<file path="config.mk">
export PLATFORM = sky130hd
export DESIGN_NAME = piecewise_linear_adc_calibration
export DESIGN_NICKNAME = d
export VERILOG_FILES = /design/src/rtl/plc_pkg.sv /design/src/rtl/plc_div.sv /design/src/rtl/piecewise_linear_adc_calibration.sv
export SDC_FILE = /design/constraint.sdc
export NUM_CORES = 1
export LEC_CHECK = 0
export CORE_ASPECT_RATIO = 1.2
export CORE_MARGIN = 2
export CORE_UTILIZATION = 45
export CTS_CLUSTER_DIAMETER = 100
export DETAILED_ROUTE_END_ITERATION = 12
export DONT_BUFFER_PORTS = 1
export PLACE_DENSITY_LB_ADDON = 0.1
export SYNTH_ARGS = -nofsm -noshare
export SYNTH_HDL_FRONTEND = slang
export SYNTH_HIERARCHICAL = 1
export SYNTH_SLANG_ARGS = --single-unit
export TNS_END_PERCENT = 10
</file>
<file path="constraint.sdc">
create_clock -name clk -period 9.35 [get_ports clk]
set_clock_uncertainty 0.1 [all_clocks]
set_input_delay 0.4675 -clock clk [delete_from_list [all_inputs] [get_ports clk]]
set_output_delay 0.4675 -clock clk [all_outputs]
set_load 0.1 [all_outputs]
</file>
<file path="src/rtl/plc_pkg.sv">
package plc_pkg;

	// Field widths fixed by the stream payload
	localparam int SAMPLE_W = 12;
	localparam int INDEX_W  = 3;
	localparam int MV_W     = 16;
	localparam int STATUS_W = 2;
	localparam int COUNT_W  = 4;

	// Number of factory calibration points
	localparam int DFLT_POINTS = 8;

	// Beat kinds on the input tuser bit
	localparam logic CMD_CONVERT = 1'b0;
	localparam logic CMD_WRITE   = 1'b1;

	// Status codes on the output tuser field
	localparam logic [STATUS_W-1:0] ST_OK     = 2'd0;
	localparam logic [STATUS_W-1:0] ST_UNCAL  = 2'd1;
	localparam logic [STATUS_W-1:0] ST_NO_SEG = 2'd2;

	// Divider control and status between the sequencer and the serial divider
	typedef struct packed {
		logic start;
	} plc_div_ctl_t;

	typedef struct packed {
		logic busy;
		logic done;
	} plc_div_sts_t;

	// Factory raw codes; entries past the defaults clear to zero
	function automatic logic [SAMPLE_W-1:0] dflt_raw(input int i);
		logic [SAMPLE_W-1:0] v;
		case (i)
			0:       v = 12'd2182;
			1:       v = 12'd2396;
			2:       v = 12'd2525;
			3:       v = 12'd2625;
			4:       v = 12'd2748;
			5:       v = 12'd2841;
			6:       v = 12'd3055;
			7:       v = 12'd3283;
			default: v = '0;
		endcase
		return v;
	endfunction

	// Factory voltages in millivolts
	function automatic logic [MV_W-1:0] dflt_mv(input int i);
		logic [MV_W-1:0] v;
		case (i)
			0:       v = 16'd10000;
			1:       v = 16'd11000;
			2:       v = 16'd11500;
			3:       v = 16'd12000;
			4:       v = 16'd12500;
			5:       v = 16'd13000;
			6:       v = 16'd14000;
			7:       v = 16'd15000;
			default: v = '0;
		endcase
		return v;
	endfunction

endpackage

</file>
<file path="src/rtl/plc_div.sv">
// Restoring serial divider: one quotient bit per cycle.
// The caller guarantees the quotient fits in MV_W bits (num < den << MV_W).
module plc_div #(
	parameter int DEN_W = 12
) (
	input  logic                       clk,
	input  logic                       arst_n,
	input  plc_pkg::plc_div_ctl_t      ctl,
	input  logic [DEN_W+plc_pkg::MV_W-1:0] num,
	input  logic [DEN_W-1:0]           den,
	output plc_pkg::plc_div_sts_t      sts,
	output logic [plc_pkg::MV_W-1:0]   quot
);

	localparam int QW    = plc_pkg::MV_W;
	localparam int CNT_W = $clog2(QW + 1);

	logic [DEN_W-1:0] rem_q;
	logic [QW-1:0]    quo_q;
	logic [DEN_W-1:0] den_q;
	logic [CNT_W-1:0] cnt_q;
	logic             done_q;

	logic [DEN_W:0]   part;
	logic [DEN_W+1:0] diff;
	logic             ge;

	// Shared subtractor: trial subtract of the divisor from the partial remainder
	assign part = {rem_q, quo_q[QW-1]};
	assign diff = {1'b0, part} - {2'b00, den_q};
	assign ge   = ~diff[DEN_W+1];

	always_ff @(posedge clk or negedge arst_n) begin
		if (!arst_n) begin
			cnt_q  <= '0;
			done_q <= 1'b0;
		end else begin
			done_q <= 1'b0;
			if (ctl.start) begin
				cnt_q <= CNT_W'(QW);
			end else if (cnt_q != '0) begin
				cnt_q <= cnt_q - 1'b1;
				if (cnt_q == CNT_W'(1)) begin
					done_q <= 1'b1;
				end
			end
		end
	end

	always_ff @(posedge clk) begin
		if (ctl.start) begin
			rem_q <= num[DEN_W+QW-1:QW];
			quo_q <= num[QW-1:0];
			den_q <= den;
		end else if (cnt_q != '0) begin
			rem_q <= ge ? diff[DEN_W-1:0] : part[DEN_W-1:0];
			quo_q <= {quo_q[QW-2:0], ge};
		end
	end

	assign sts.busy = (cnt_q != '0);
	assign sts.done = done_q;
	assign quot     = quo_q;

endmodule

</file>
<file path="src/rtl/piecewise_linear_adc_calibration.sv">
// Channel   | Direction | Beat contents
// s_axis    | in        | tuser: cmd; tdata: sample, point_index, point_raw, point_millivolts
// m_axis    | out       | tuser: status; tdata: millivolts
// cfg       | in        | cfg_wdata: point_count, written when cfg_wen is high
//
// A point write gives no beat out. A sample is either flagged uncalibrated,
// clamped at the first or last point, or interpolated: the table is scanned
// one entry a cycle through a single read mux, and the divide runs 16 steps in plc_div.
// Reset (arst_n low) loads the factory table and sets point_count to 8.
// A finished result waits in the output register while the next beat is taken;
// a new result stalls only while that register is full and m_axis_tready is low.
module piecewise_linear_adc_calibration #(
	parameter int TABLE_POINTS = 8,
	parameter int ADC_BITS     = 12
) (
	input  logic        clk,
	input  logic        arst_n,
	// Slave side
	input  logic        s_axis_tvalid,
	output logic        s_axis_tready,
	input  logic [47:0] s_axis_tdata,  // [11:0] sample, [14:12] point_index,
	                                   // [26:15] point_raw, [42:27] point_millivolts,
	                                   // [47:43] zero
	input  logic        s_axis_tuser,  // [0] cmd
	// Master side
	output logic        m_axis_tvalid,
	input  logic        m_axis_tready,
	output logic [15:0] m_axis_tdata,  // [15:0] millivolts
	output logic [1:0]  m_axis_tuser,  // [1:0] status
	// Configuration
	input  logic        cfg_wen,
	input  logic [3:0]  cfg_wdata      // [3:0] point_count
);

	localparam int MV_W  = plc_pkg::MV_W;
	localparam int RAW_W = (ADC_BITS < plc_pkg::SAMPLE_W) ? ADC_BITS : plc_pkg::SAMPLE_W;
	localparam int IW    = $clog2(TABLE_POINTS);
	localparam int CW    = $clog2(TABLE_POINTS + 1);
	localparam int PW    = RAW_W + MV_W;

	typedef enum logic [2:0] {
		S_IDLE,
		S_RD_FIRST,
		S_RD_LAST,
		S_SCAN,
		S_MUL,
		S_DIV_START,
		S_DIV_WAIT,
		S_FINISH
	} state_t;

	// Unpack the input beat
	logic                       in_cmd;
	logic [plc_pkg::SAMPLE_W-1:0] in_sample;
	logic [plc_pkg::INDEX_W-1:0]  in_index;
	logic [plc_pkg::SAMPLE_W-1:0] in_raw;
	logic [MV_W-1:0]            in_mv;

	assign in_cmd    = s_axis_tuser;
	assign in_sample = s_axis_tdata[11:0];
	assign in_index  = s_axis_tdata[14:12];
	assign in_raw    = s_axis_tdata[26:15];
	assign in_mv     = s_axis_tdata[42:27];

	// Calibration table, point count and sequencer state
	logic [RAW_W-1:0]         raw_q [TABLE_POINTS];
	logic [MV_W-1:0]          mv_q  [TABLE_POINTS];
	logic [plc_pkg::COUNT_W-1:0] point_count_q;

	state_t                   state_q;
	logic [RAW_W-1:0]         x_q;
	logic [CW-1:0]            n_q;
	logic [IW-1:0]            rd_idx_q;
	logic [RAW_W-1:0]         x0_q, x1_q;
	logic [MV_W-1:0]          y0_q, y1_q;
	logic [PW-1:0]            prod_q;
	logic [RAW_W-1:0]         den_q;
	logic                     neg_q;
	logic [MV_W-1:0]          res_mv_q;
	logic [plc_pkg::STATUS_W-1:0] res_st_q;
	logic                     m_valid_q;
	logic [MV_W-1:0]          m_mv_q;
	logic [plc_pkg::STATUS_W-1:0] m_st_q;

	logic                     in_fire;
	logic [CW-1:0]            n_sat;
	logic [IW-1:0]            last_idx;
	logic [RAW_W-1:0]         rd_raw;
	logic [MV_W-1:0]          rd_mv;
	logic                     x_lt_rd;
	logic                     rd_lt_x;
	logic [RAW_W-1:0]         dx, dseg;
	logic [MV_W:0]            dy;
	logic                     dy_neg;
	logic [MV_W-1:0]          dy_mag;
	logic signed [MV_W+1:0]   sum;

	plc_pkg::plc_div_ctl_t    div_ctl;
	plc_pkg::plc_div_sts_t    div_sts;
	logic [MV_W-1:0]          div_quot;

	assign in_fire       = s_axis_tvalid && s_axis_tready;
	assign s_axis_tready = (state_q == S_IDLE);

	// Saturate point_count to the table depth
	assign n_sat    = (32'(point_count_q) > TABLE_POINTS) ? CW'(TABLE_POINTS)
	                                                      : CW'(point_count_q);
	assign last_idx = IW'(n_q - 1'b1);

	// Single read port on the table, and one comparator pair against the sample
	assign rd_raw  = raw_q[rd_idx_q];
	assign rd_mv   = mv_q[rd_idx_q];
	assign x_lt_rd = (x_q < rd_raw);
	assign rd_lt_x = (rd_raw < x_q);

	// Segment deltas; the scan leaves x0 <= x < x1
	assign dx     = x_q - x0_q;
	assign dseg   = x1_q - x0_q;
	assign dy     = {1'b0, y1_q} - {1'b0, y0_q};
	assign dy_neg = dy[MV_W];
	assign dy_mag = dy_neg ? MV_W'(-dy) : dy[MV_W-1:0];

	// Apply the truncated step to the lower point's voltage
	assign sum = neg_q ? ($signed({2'b00, y0_q}) - $signed({2'b00, div_quot}))
	                   : ($signed({2'b00, y0_q}) + $signed({2'b00, div_quot}));

	assign div_ctl.start = (state_q == S_DIV_START);

	plc_div #(
		.DEN_W (RAW_W)
	) u_div (
		.clk    (clk),
		.arst_n (arst_n),
		.ctl    (div_ctl),
		.num    (prod_q),
		.den    (den_q),
		.sts    (div_sts),
		.quot   (div_quot)
	);

	// Point count register
	always_ff @(posedge clk or negedge arst_n) begin
		if (!arst_n) begin
			point_count_q <= plc_pkg::COUNT_W'(plc_pkg::DFLT_POINTS);
		end else if (cfg_wen) begin
			point_count_q <= cfg_wdata;
		end
	end

	// Calibration table: load factory points on reset, store one point per write beat.
	// Indices past the table fall through without a write.
	always_ff @(posedge clk or negedge arst_n) begin
		if (!arst_n) begin
			for (int e = 0; e < TABLE_POINTS; e++) begin
				raw_q[e] <= RAW_W'(plc_pkg::dflt_raw(e));
				mv_q[e]  <= plc_pkg::dflt_mv(e);
			end
		end else if (in_fire && in_cmd == plc_pkg::CMD_WRITE) begin
			for (int e = 0; e < TABLE_POINTS; e++) begin
				if (int'(in_index) == e) begin
					raw_q[e] <= in_raw[RAW_W-1:0];
					mv_q[e]  <= in_mv;
				end
			end
		end
	end

	// Sequencer and output register
	always_ff @(posedge clk or negedge arst_n) begin
		if (!arst_n) begin
			state_q   <= S_IDLE;
			m_valid_q <= 1'b0;
			rd_idx_q  <= '0;
		end else begin
			// Drop the held beat once the sink takes it, unless a new one replaces it
			if (m_valid_q && m_axis_tready && state_q != S_FINISH) begin
				m_valid_q <= 1'b0;
			end

			unique case (state_q)
				S_IDLE: begin
					if (in_fire && in_cmd == plc_pkg::CMD_CONVERT) begin
						x_q      <= in_sample[RAW_W-1:0];
						n_q      <= n_sat;
						rd_idx_q <= '0;
						if (n_sat < CW'(2)) begin
							res_mv_q <= '0;
							res_st_q <= plc_pkg::ST_UNCAL;
							state_q  <= S_FINISH;
						end else begin
							state_q  <= S_RD_FIRST;
						end
					end
				end

				S_RD_FIRST: begin
					// Clamp at or below the first point, else keep it as the lower end
					x0_q <= rd_raw;
					y0_q <= rd_mv;
					if (!rd_lt_x) begin
						res_mv_q <= rd_mv;
						res_st_q <= plc_pkg::ST_OK;
						state_q  <= S_FINISH;
					end else begin
						rd_idx_q <= last_idx;
						state_q  <= S_RD_LAST;
					end
				end

				S_RD_LAST: begin
					// Clamp at or above the last used point
					if (!x_lt_rd) begin
						res_mv_q <= rd_mv;
						res_st_q <= plc_pkg::ST_OK;
						state_q  <= S_FINISH;
					end else begin
						rd_idx_q <= IW'(1);
						state_q  <= S_SCAN;
					end
				end

				S_SCAN: begin
					// Advance until an entry lies above the sample
					if (x_lt_rd) begin
						x1_q    <= rd_raw;
						y1_q    <= rd_mv;
						state_q <= S_MUL;
					end else if (rd_idx_q == last_idx) begin
						res_mv_q <= '0;
						res_st_q <= plc_pkg::ST_NO_SEG;
						state_q  <= S_FINISH;
					end else begin
						x0_q     <= rd_raw;
						y0_q     <= rd_mv;
						rd_idx_q <= rd_idx_q + 1'b1;
					end
				end

				S_MUL: begin
					prod_q <= PW'(dx) * PW'(dy_mag);
					den_q  <= dseg;
					neg_q  <= dy_neg;
					if (dseg == '0) begin
						res_mv_q <= y0_q;
						res_st_q <= plc_pkg::ST_OK;
						state_q  <= S_FINISH;
					end else begin
						state_q  <= S_DIV_START;
					end
				end

				S_DIV_START: begin
					state_q <= S_DIV_WAIT;
				end

				S_DIV_WAIT: begin
					if (div_sts.done) begin
						res_st_q <= plc_pkg::ST_OK;
						if (sum < 0) begin
							res_mv_q <= '0;
						end else if (sum > $signed({2'b00, {MV_W{1'b1}}})) begin
							res_mv_q <= '1;
						end else begin
							res_mv_q <= sum[MV_W-1:0];
						end
						state_q <= S_FINISH;
					end
				end

				S_FINISH: begin
					// Hold until the output register is free
					if (!m_valid_q || m_axis_tready) begin
						m_valid_q <= 1'b1;
						m_mv_q    <= res_mv_q;
						m_st_q    <= res_st_q;
						state_q   <= S_IDLE;
					end
				end

				default: begin
					state_q <= S_IDLE;
				end
			endcase
		end
	end

	assign m_axis_tvalid = m_valid_q;
	assign m_axis_tdata  = m_mv_q;
	assign m_axis_tuser  = m_st_q;

	// A flagged result carries zero volts
	a_flag_zero: assert property (@(posedge clk) disable iff (!arst_n)
		m_axis_tvalid |-> (m_axis_tuser == plc_pkg::ST_OK || m_axis_tdata == '0))
		else $error("flagged result with nonzero millivolts");

	// A convert beat leaves the block busy on the next cycle
	a_busy_after_sample: assert property (@(posedge clk) disable iff (!arst_n)
		(in_fire && in_cmd == plc_pkg::CMD_CONVERT) |=> !s_axis_tready)
		else $error("ready after accepting a sample");

	// The divider is started only when idle
	a_div_idle: assert property (@(posedge clk) disable iff (!arst_n)
		div_ctl.start |-> !div_sts.busy)
		else $error("divider restarted while busy");

	// The scan never reads past the used points
	a_scan_bound: assert property (@(posedge clk) disable iff (!arst_n)
		(state_q == S_SCAN) |-> (CW'(rd_idx_q) < n_q))
		else $error("scan index past point count");

	// Waiting on the divider implies it is running or has just finished
	a_div_wait: assert property (@(posedge clk) disable iff (!arst_n)
		(state_q == S_DIV_WAIT) |-> (div_sts.busy || div_sts.done))
		else $error("waiting on an idle divider");

endmodule

</file>
==> results.txt, run 1 <==
78 I/O pins were placed. The initial antenna violation count came out at 2. The number of buffers inserted to repair setup after CTS is 0. The core box area is 0.0631 mm^2.

edfxtp_1 takes more of the synthesized area than any other cell. The hold path startpoint is m_axis_tready. The worst pin sits at a relative slew slack of 0.130. Setup repair after global routing left no endpoint under its margin. The worst setup path is captured at a flip-flop. The worst register-to-register path ends at prod_q[27]. The layout overhead on the synthesized area is 10.8%. In this run the clock root is driven by a clkbuf_16. The worst setup timing slack at the placement stage is approximately 0.68 ns.

The first-pass GRT wire length came out at about 110 mm. The clock slew seen by the registers of the worst setup and hold paths came out at ~0.060 ns. After detailed placement, the total cell area comes to 0.0295 mm^2. The die extent in y came out at between 200 and 300 um. The number of maximum-capacitance violations came out at 0. The cell area that synthesis handed to floorplanning was ~0.029 mm^2. The proportion of synthesized flip-flops having asynchronous set or reset is 0.562. Setup violations remaining at the end of the flow were counted as 0. Entering global routing, the biggest net connects between 200 and 250 pins.

The area occupied by multi-input gates is between 0.015 and 0.02 mm^2. The net count after synthesis came out at 2762. The share of the Yosys chip area taken by registers is 0.414. In this run the worst hold path is classified as in2reg.

The hold-critical path depth came out at 2. The tightest hold path in the finished design has a slack of roughly 0.13 ns. Among the stages of the critical path, the cell type that occurs most often is fa_1.

The number of buffers added on ports came out at 0. The final-report max-slew violation count is 0. The largest single stage delay on the critical path is approximately 0.56 ns. The number of synthesized flops with an enable pin is 188. The maximum achievable frequency is 114 MHz.

After synthesis, the most frequently instantiated cells are 281 x inv_1, 270 x mux2_2, 188 x edfxtp_1. A synthesized cell averages about 12 um^2. Counting every instance in the synthesized netlist gives 2392. The number of routed nets with antenna violations is 0.

The floorplan has a little over 100 rows. The measured slew at the worst slew-check pin is roughly 1.3 ns. The area fraction of the dominant cell type after synthesis is 0.198. The final routed DRC violation total came out at 0. The number of different library cells used by synthesis comes to 98.

The detailed router's first-iteration violation count came out at 814. The finished cells cover between 0.03 and 0.04 mm^2. The per-cell via count in the routed design came out at 5.48. The total overflow left after global routing is 0. In the final routed layout, each cell accounts on average for 20.6 um. The number of register bits inferred by synthesis is ~430.

The overall die width came out at 234 um. The routability congestion estimate from global placement is 0.867. The final worst setup slack is 0.599 ns. The setup check on the worst reg-to-reg path leaves a slack of between 0.5 and 0.6 ns. The sink count of the clock tree is 429.

The run finished with clean final reports. After synthesis, the cell types taking the most area are edfxtp_1 20%, dfrtp_1 12%, mux2_2 11%. The clock insertion delay at the later pin of the skew report is between 0.5 and 0.6 ns. The fill cell instance count of the final layout is roughly 5.6k. At the worst endpoint, the arrival time is approximately 9 ns. The clock period minus final worst setup slack is 8.75 ns. The die area is between 0.06 and 0.07 mm^2. The path with the worst hold slack has its endpoint at m_axis_tvalid. The final cycle utilization of the critical path came out at 0.936. The cell with the most instances after synthesis is inv_1. The highest net fanout along the worst path is 10.

The aggregate routed wire length is 68.4 mm. The number of warnings reported in the yosys synthesis log came out at 6. The number of iterations in the first detailed-routing pass is 6. The accumulated negative setup slack is 0 ns. The combined global-route utilization of all metal layers came out at 0.215.

The required time of the critical path came out at approximately 9.6 ns. The worst-case reg-to-reg path depth is 30. In this run the critical register-to-register path is launched from y0_q[0]. Of the cells placed in the final design, the portion with a size suffix greater than 1 is 0.242. The number of buffers on the longest clock path is 3.

The sequential cell area in the final layout came out at 0.0118 mm^2. The via count came out at 18.2k. In the final design database the tool counted between 2k and 3k nets. The worst setup path is launched from a flip-flop. Among all flip-flop cells after synthesis, the most frequent one is edfxtp_1.

The via count of the first global-routing pass is around 19k. The number of endpoints with negative hold slack in the final report came to 0. The worst setup path is of the reg2reg kind. The slowest stage of the critical path is the fa_1 cell. TritonCTS built the clock tree. The initial utilization of the core area, before any placement, comes to 0.452. The clock tree synthesis step divided the H-tree into 2 levels. The HPWL after detailed placement is 49.2 mm. The number of clock buffers inserted by TritonCTS came out at 47.
metrics by stage:
step / std cells / util
global route: 3317 / 0.501
finish: 3317 / 0.501
floorplan: 2392 / -
global placement: 3176 / 0.468
CTS: 3314 / 0.501
detailed placement: 3176 / 0.468
worst max-delay path: cells and delay by family (launching register included):
family / cells / cell delay [ns]
compound gates: 12 / 2.84
simple gates: 3 / 0.47
xor+xnor: 2 / 0.42
buf+inv: 5 / 0.57
flops: 1 / 0.47
fa+ha+maj: 8 / 3.59
cell families (layout without fill, tap and decap cells):
kind of cell / Yosys count / in the layout / synth area share
flops: 429 / 429 / 0.414
compound gates: 345 / 345 / 0.0865
xor+xnor: 88 / 88 / 0.0270
mux: 337 / 337 / 0.155
simple gates: 511 / 511 / 0.0879
buf+inv: 370 / 469 / 0.0543
other cells: 0 / 2 / 0
fa+ha+maj: 312 / 312 / 0.175
flip-flops by register name, summed over array words and instances, names as in the netlist, 3 cells and up:
| name | flops |
|---|---|
| y1_q | 16 |
| prod_q | 28 |
| rd_idx_q | 3 |
| x0_q | 12 |
| state_q | 3 |
| n_q | 3 |
| mv_q | 128 |
| m_axis_tdata | 16 |
| x_q | 12 |
| u_div/den_q | 12 |
| y0_q | 16 |
| raw_q | 96 |
| point_count_q | 4 |
| res_mv_q | 16 |
| x1_q | 12 |
| u_div/cnt_q | 5 |
| u_div/rem_q | 12 |
| u_div/quot | 16 |
| den_q | 12 |
final cells by class:
type / instances / share of cell area
clock buffer: 68 / 0.0417
tap: 824 / 0.0326
timing repair buffer: 99 / 0.0293
clock inverter: 20 / 0.00788
inverter: 282 / 0.0335
sequential: 429 / 0.374
antenna: 2 / 0.000158
multi-input combinational: 1593 / 0.481
metal layers:
metal / vias to the layer above / routed length [um] / GRT usage
met3: 105 / 3080 / 0.0301
met2: 368 / 33300 / 0.366
met4: 0 / 1970 / 0.0617
met1: 9180 / 30000 / 0.286
li1: 8517 / - / -
met5: - / 0 / 0
placed cells by master (no fill, tap or decap), drive strengths merged, types with 33 or more instances in the layout:
cell type,netlist,routed
xnor2,60,60
inv,282,284
a21oi,73,73
dlygate4sd3,1,49
fa,146,146
o21ai,65,65
mux4,56,56
buf,36,50
nand2,142,142
nor2,141,141
clkbuf,50,68
nand2b,42,42
ha,166,166
a21o,33,33
nor3,46,46
edfxtp,188,188
dfrtp,134,134
mux2,270,270
dfstp,107,107
how the worst max path moves through the flow:
stage                     cells after the start     from         end
after detailed placement                     30  y0_q[0]  prod_q[27]
after global routing                         29  y0_q[1]  prod_q[26]
after CTS                                    30  y0_q[0]  prod_q[27]
final                                        30  y0_q[0]  prod_q[27]
after floorplan                              29  y0_q[0]  prod_q[26]
after global placement                       30  y0_q[0]  prod_q[27]
timing repair:
item | CTS | global route
endpoints found under the hold margin | 481 | 0
hold buffers | 50 | 0
gates resized for setup | 0 | 0
Power of run 1 is not shown: default switching activity piles up to over one toggle a cycle in this logic, so the estimate is an artifact.
==> run 2, diff against run 1 <==
Clock period 9.35 ns to 8.1 ns, I/O delays scaled along.
==> run 2 against run 1 <==
Compared with the run above: critical path depth decreased by 1; wire length increased by 0.22%; register-to-register slack got worse by 0.31 ns; count of clock-buffer cells in the layout unchanged; fmax increased by 12%; worst setup slack got worse by 0.31 ns; core utilization increased by 1.0 points; design area increased by 2.0%; critical endpoint is now prod_q[26]; via count increased by 1.0%; highest routed layer unchanged; non-clock buffer count increased by 64; sequential cell count unchanged; largest cell class unchanged; die area unchanged.
==> results.txt, run 2 (synthesized netlist as in run 1, its figures left out) <==
The per-cell via count in the routed design is 5.43. Summed over all layers, the global routing overflow is 0. The number of iterations in the first detailed-routing pass came out at 5. The die is about 230 um wide. In the layout the commonest cells are 281 x inv_1, 270 x mux2_2, 188 x edfxtp_1.

In this run the critical register-to-register path is launched from y0_q[1]. The H-tree generated during clock tree synthesis spans 2 levels. STA classifies the critical path startpoint as a flip-flop.

The starting utilization of the core area came out at 0.452. The internal reg-to-reg setup slack came out at 0.29 ns. The initial antenna violation count is 2. The floorplan has 101 rows.

The combined global-route utilization of all metal layers is 0.216. In this run the vertical extent of the chip is roughly 280 um. The die area came out at around 0.065 mm^2.

The slowest stage of the critical path belongs to the cell or4_4. The smallest clock period supported by the final layout is computed as just under 8 ns. Leaving out fill and tap cells, the most frequent cell in the layout is inv_1. The min-delay analysis places its worst path in the category in2reg. The run finished with clean final reports.

The hold-critical path endpoint is m_axis_tvalid. The final routed DRC violation total came out at 0. The hold-critical path depth came out at 2.

The routability congestion estimate from global placement came out at ~0.83. The first-pass GRT wire length is 109 mm. The clock tree from TritonCTS is done. The HPWL after detailed placement came out at between 40 and 50 mm. The clock slew seen by the registers of the worst setup and hold paths is around 0.060 ns. mv_q holds more flip-flops than any other register. The accumulated negative setup slack is 0 ns. The clock insertion delay at the later pin of the skew report is about 0.60 ns. Entering global routing, the biggest net connects 242 pins. The root buffer cell chosen for the clock tree is clkbuf_16. The layout overhead on the synthesized area is 13.0%.

Counting the buffers created by CTS gives between 40 and 50. The number of endpoints with negative hold slack in the final report is 0. The highest net fanout along the worst path came out at 4. The register with the most flip-flops in the layout has 128 of them. The placed instance count is 3235.

The fill cell instance count of the final layout is approximately 5.5k. Of the cells placed in the final design, the portion with a size suffix greater than 1 is 0.271. At the end of the flow the core is filled with cells to 0.511. The setup-violating endpoint count in the final report came out at 0. The largest stage delay on the critical path came out at approximately 0.57 ns. The required time of the critical path is ~8.3 ns. Headroom to the max-slew limit came out at 0.238. Dividing the final minimum period by the clock period gives 0.965.

STA classifies the critical path endpoint as a flip-flop. Across all layers, the routed design uses 18.4k vias. The detailed router's first-iteration violation count came out at between 1k and 1.5k. The core box area is ~0.063 mm^2. The worst setup timing slack at the placement stage is between 0.01 and 0.015 ns. In this run the critical register-to-register path is captured at prod_q[26]. The via count of the first global-routing pass came out at a little under 20k. The maximum achievable frequency is 128 MHz. The largest registers in the layout are mv_q (128), raw_q (96), prod_q (28). The sink count of the clock tree is between 400 and 500. The non-filler instance count after layout came out at 3381. The final-report max-slew violation count is 0. At the pin with the least slew margin, the transition time is roughly 1.1 ns. The hold path startpoint is m_axis_tready. The final worst setup slack came out at roughly 0.29 ns. The cell type with the highest occurrence count on the critical path is fa_1. For the worst flop-to-flop path, the logic depth is 29.

The net total in the final layout is approximately 2.9k. Data arrives at the worst endpoint at between 8 and 9 ns. The detail route stage leaves a number of antenna-violating nets equal to 0.

The number of buffers on the longest clock path is 3. The aggregate routed wire length came out at a little under 70 mm. The number of primary I/O pins is roughly 80. The critical path in this run is classified as reg2reg. In this run the tool buffered the top-level ports with 0 buffer cells. The number of maximum-capacitance violations is 0. After detailed routing, the average wire length per cell comes to slightly above 20 um.
## run 2: cell types whose count changed in the layout (fill, tap and decap cells not counted), moves of 4 or more
cell	delta
buf_4	+63
xnor2_2	+7
xnor2_1	-7
o21ai_0	-4
## run 2: layout make-up
class / count / area (um^2) / area share
tap: 824 / 1030 / 0.0320
sequential: 429 / 11800 / 0.366
inverter: 282 / 1060 / 0.0329
clock inverter: 20 / 241 / 0.00749
clock buffer: 68 / 1330 / 0.0411
antenna: 2 / 5.00 / 0.000155
timing repair buffer: 163 / 1410 / 0.0437
multi-input combinational: 1593 / 15400 / 0.476
## run 2: how the worst max path moves through the flow
| stage | startpoint | cells past startpoint | end | slack (ns) |
|---|---|---|---|---|
| final | y0_q[1] | 29 | prod_q[26] | 0.29 |
| after global routing | y0_q[0] | 28 | prod_q[26] | -0.04 |
| after CTS | y0_q[0] | 28 | prod_q[26] | 0.03 |
| after detailed placement | y0_q[0] | 29 | prod_q[26] | 0.01 |
| after global placement | y0_q[0] | 30 | prod_q[26] | 0.1 |
| after floorplan | y0_q[0] | 29 | prod_q[26] | 0.16 |
## run 2: worst max-delay path, delay by kind of cell (launching register included)
family,cells,cell delay [ns]
flops,1,0.41
fa+ha+maj,7,3.17
buf+inv,5,0.37
xor+xnor,3,0.53
simple gates,3,0.85
compound gates,11,2.12
## run 2: repair_timing
item                       in CTS  in global routing
setup endpoints to repair       1                  8
hold endpoints to repair      481                  0
pin swaps                       0                 12
buffers inserted                0                  5
hold buffers                   50                  0
gates resized for setup         1                 29
## run 2: per-layer routing
metal | vias to the layer above | GRT usage | wire [um]
met5 | - | 0 | 0
met4 | 0 | 0.0591 | 1750
met3 | 98 | 0.0309 | 2710
met2 | 316 | 0.372 | 33900
met1 | 9277 | 0.283 | 30100
li1 | 8664 | - | -
## run 2: through the flow
stage,area (um^2),hold slack [ns]
final,32200,0.0830
after floorplan,28500,0.00941
after CTS,32000,0.0967
after global placement,29900,0.0222
after global routing,32200,0.0873
after detailed placement,29900,0.0278
Power of run 2 is left out for the same reason.
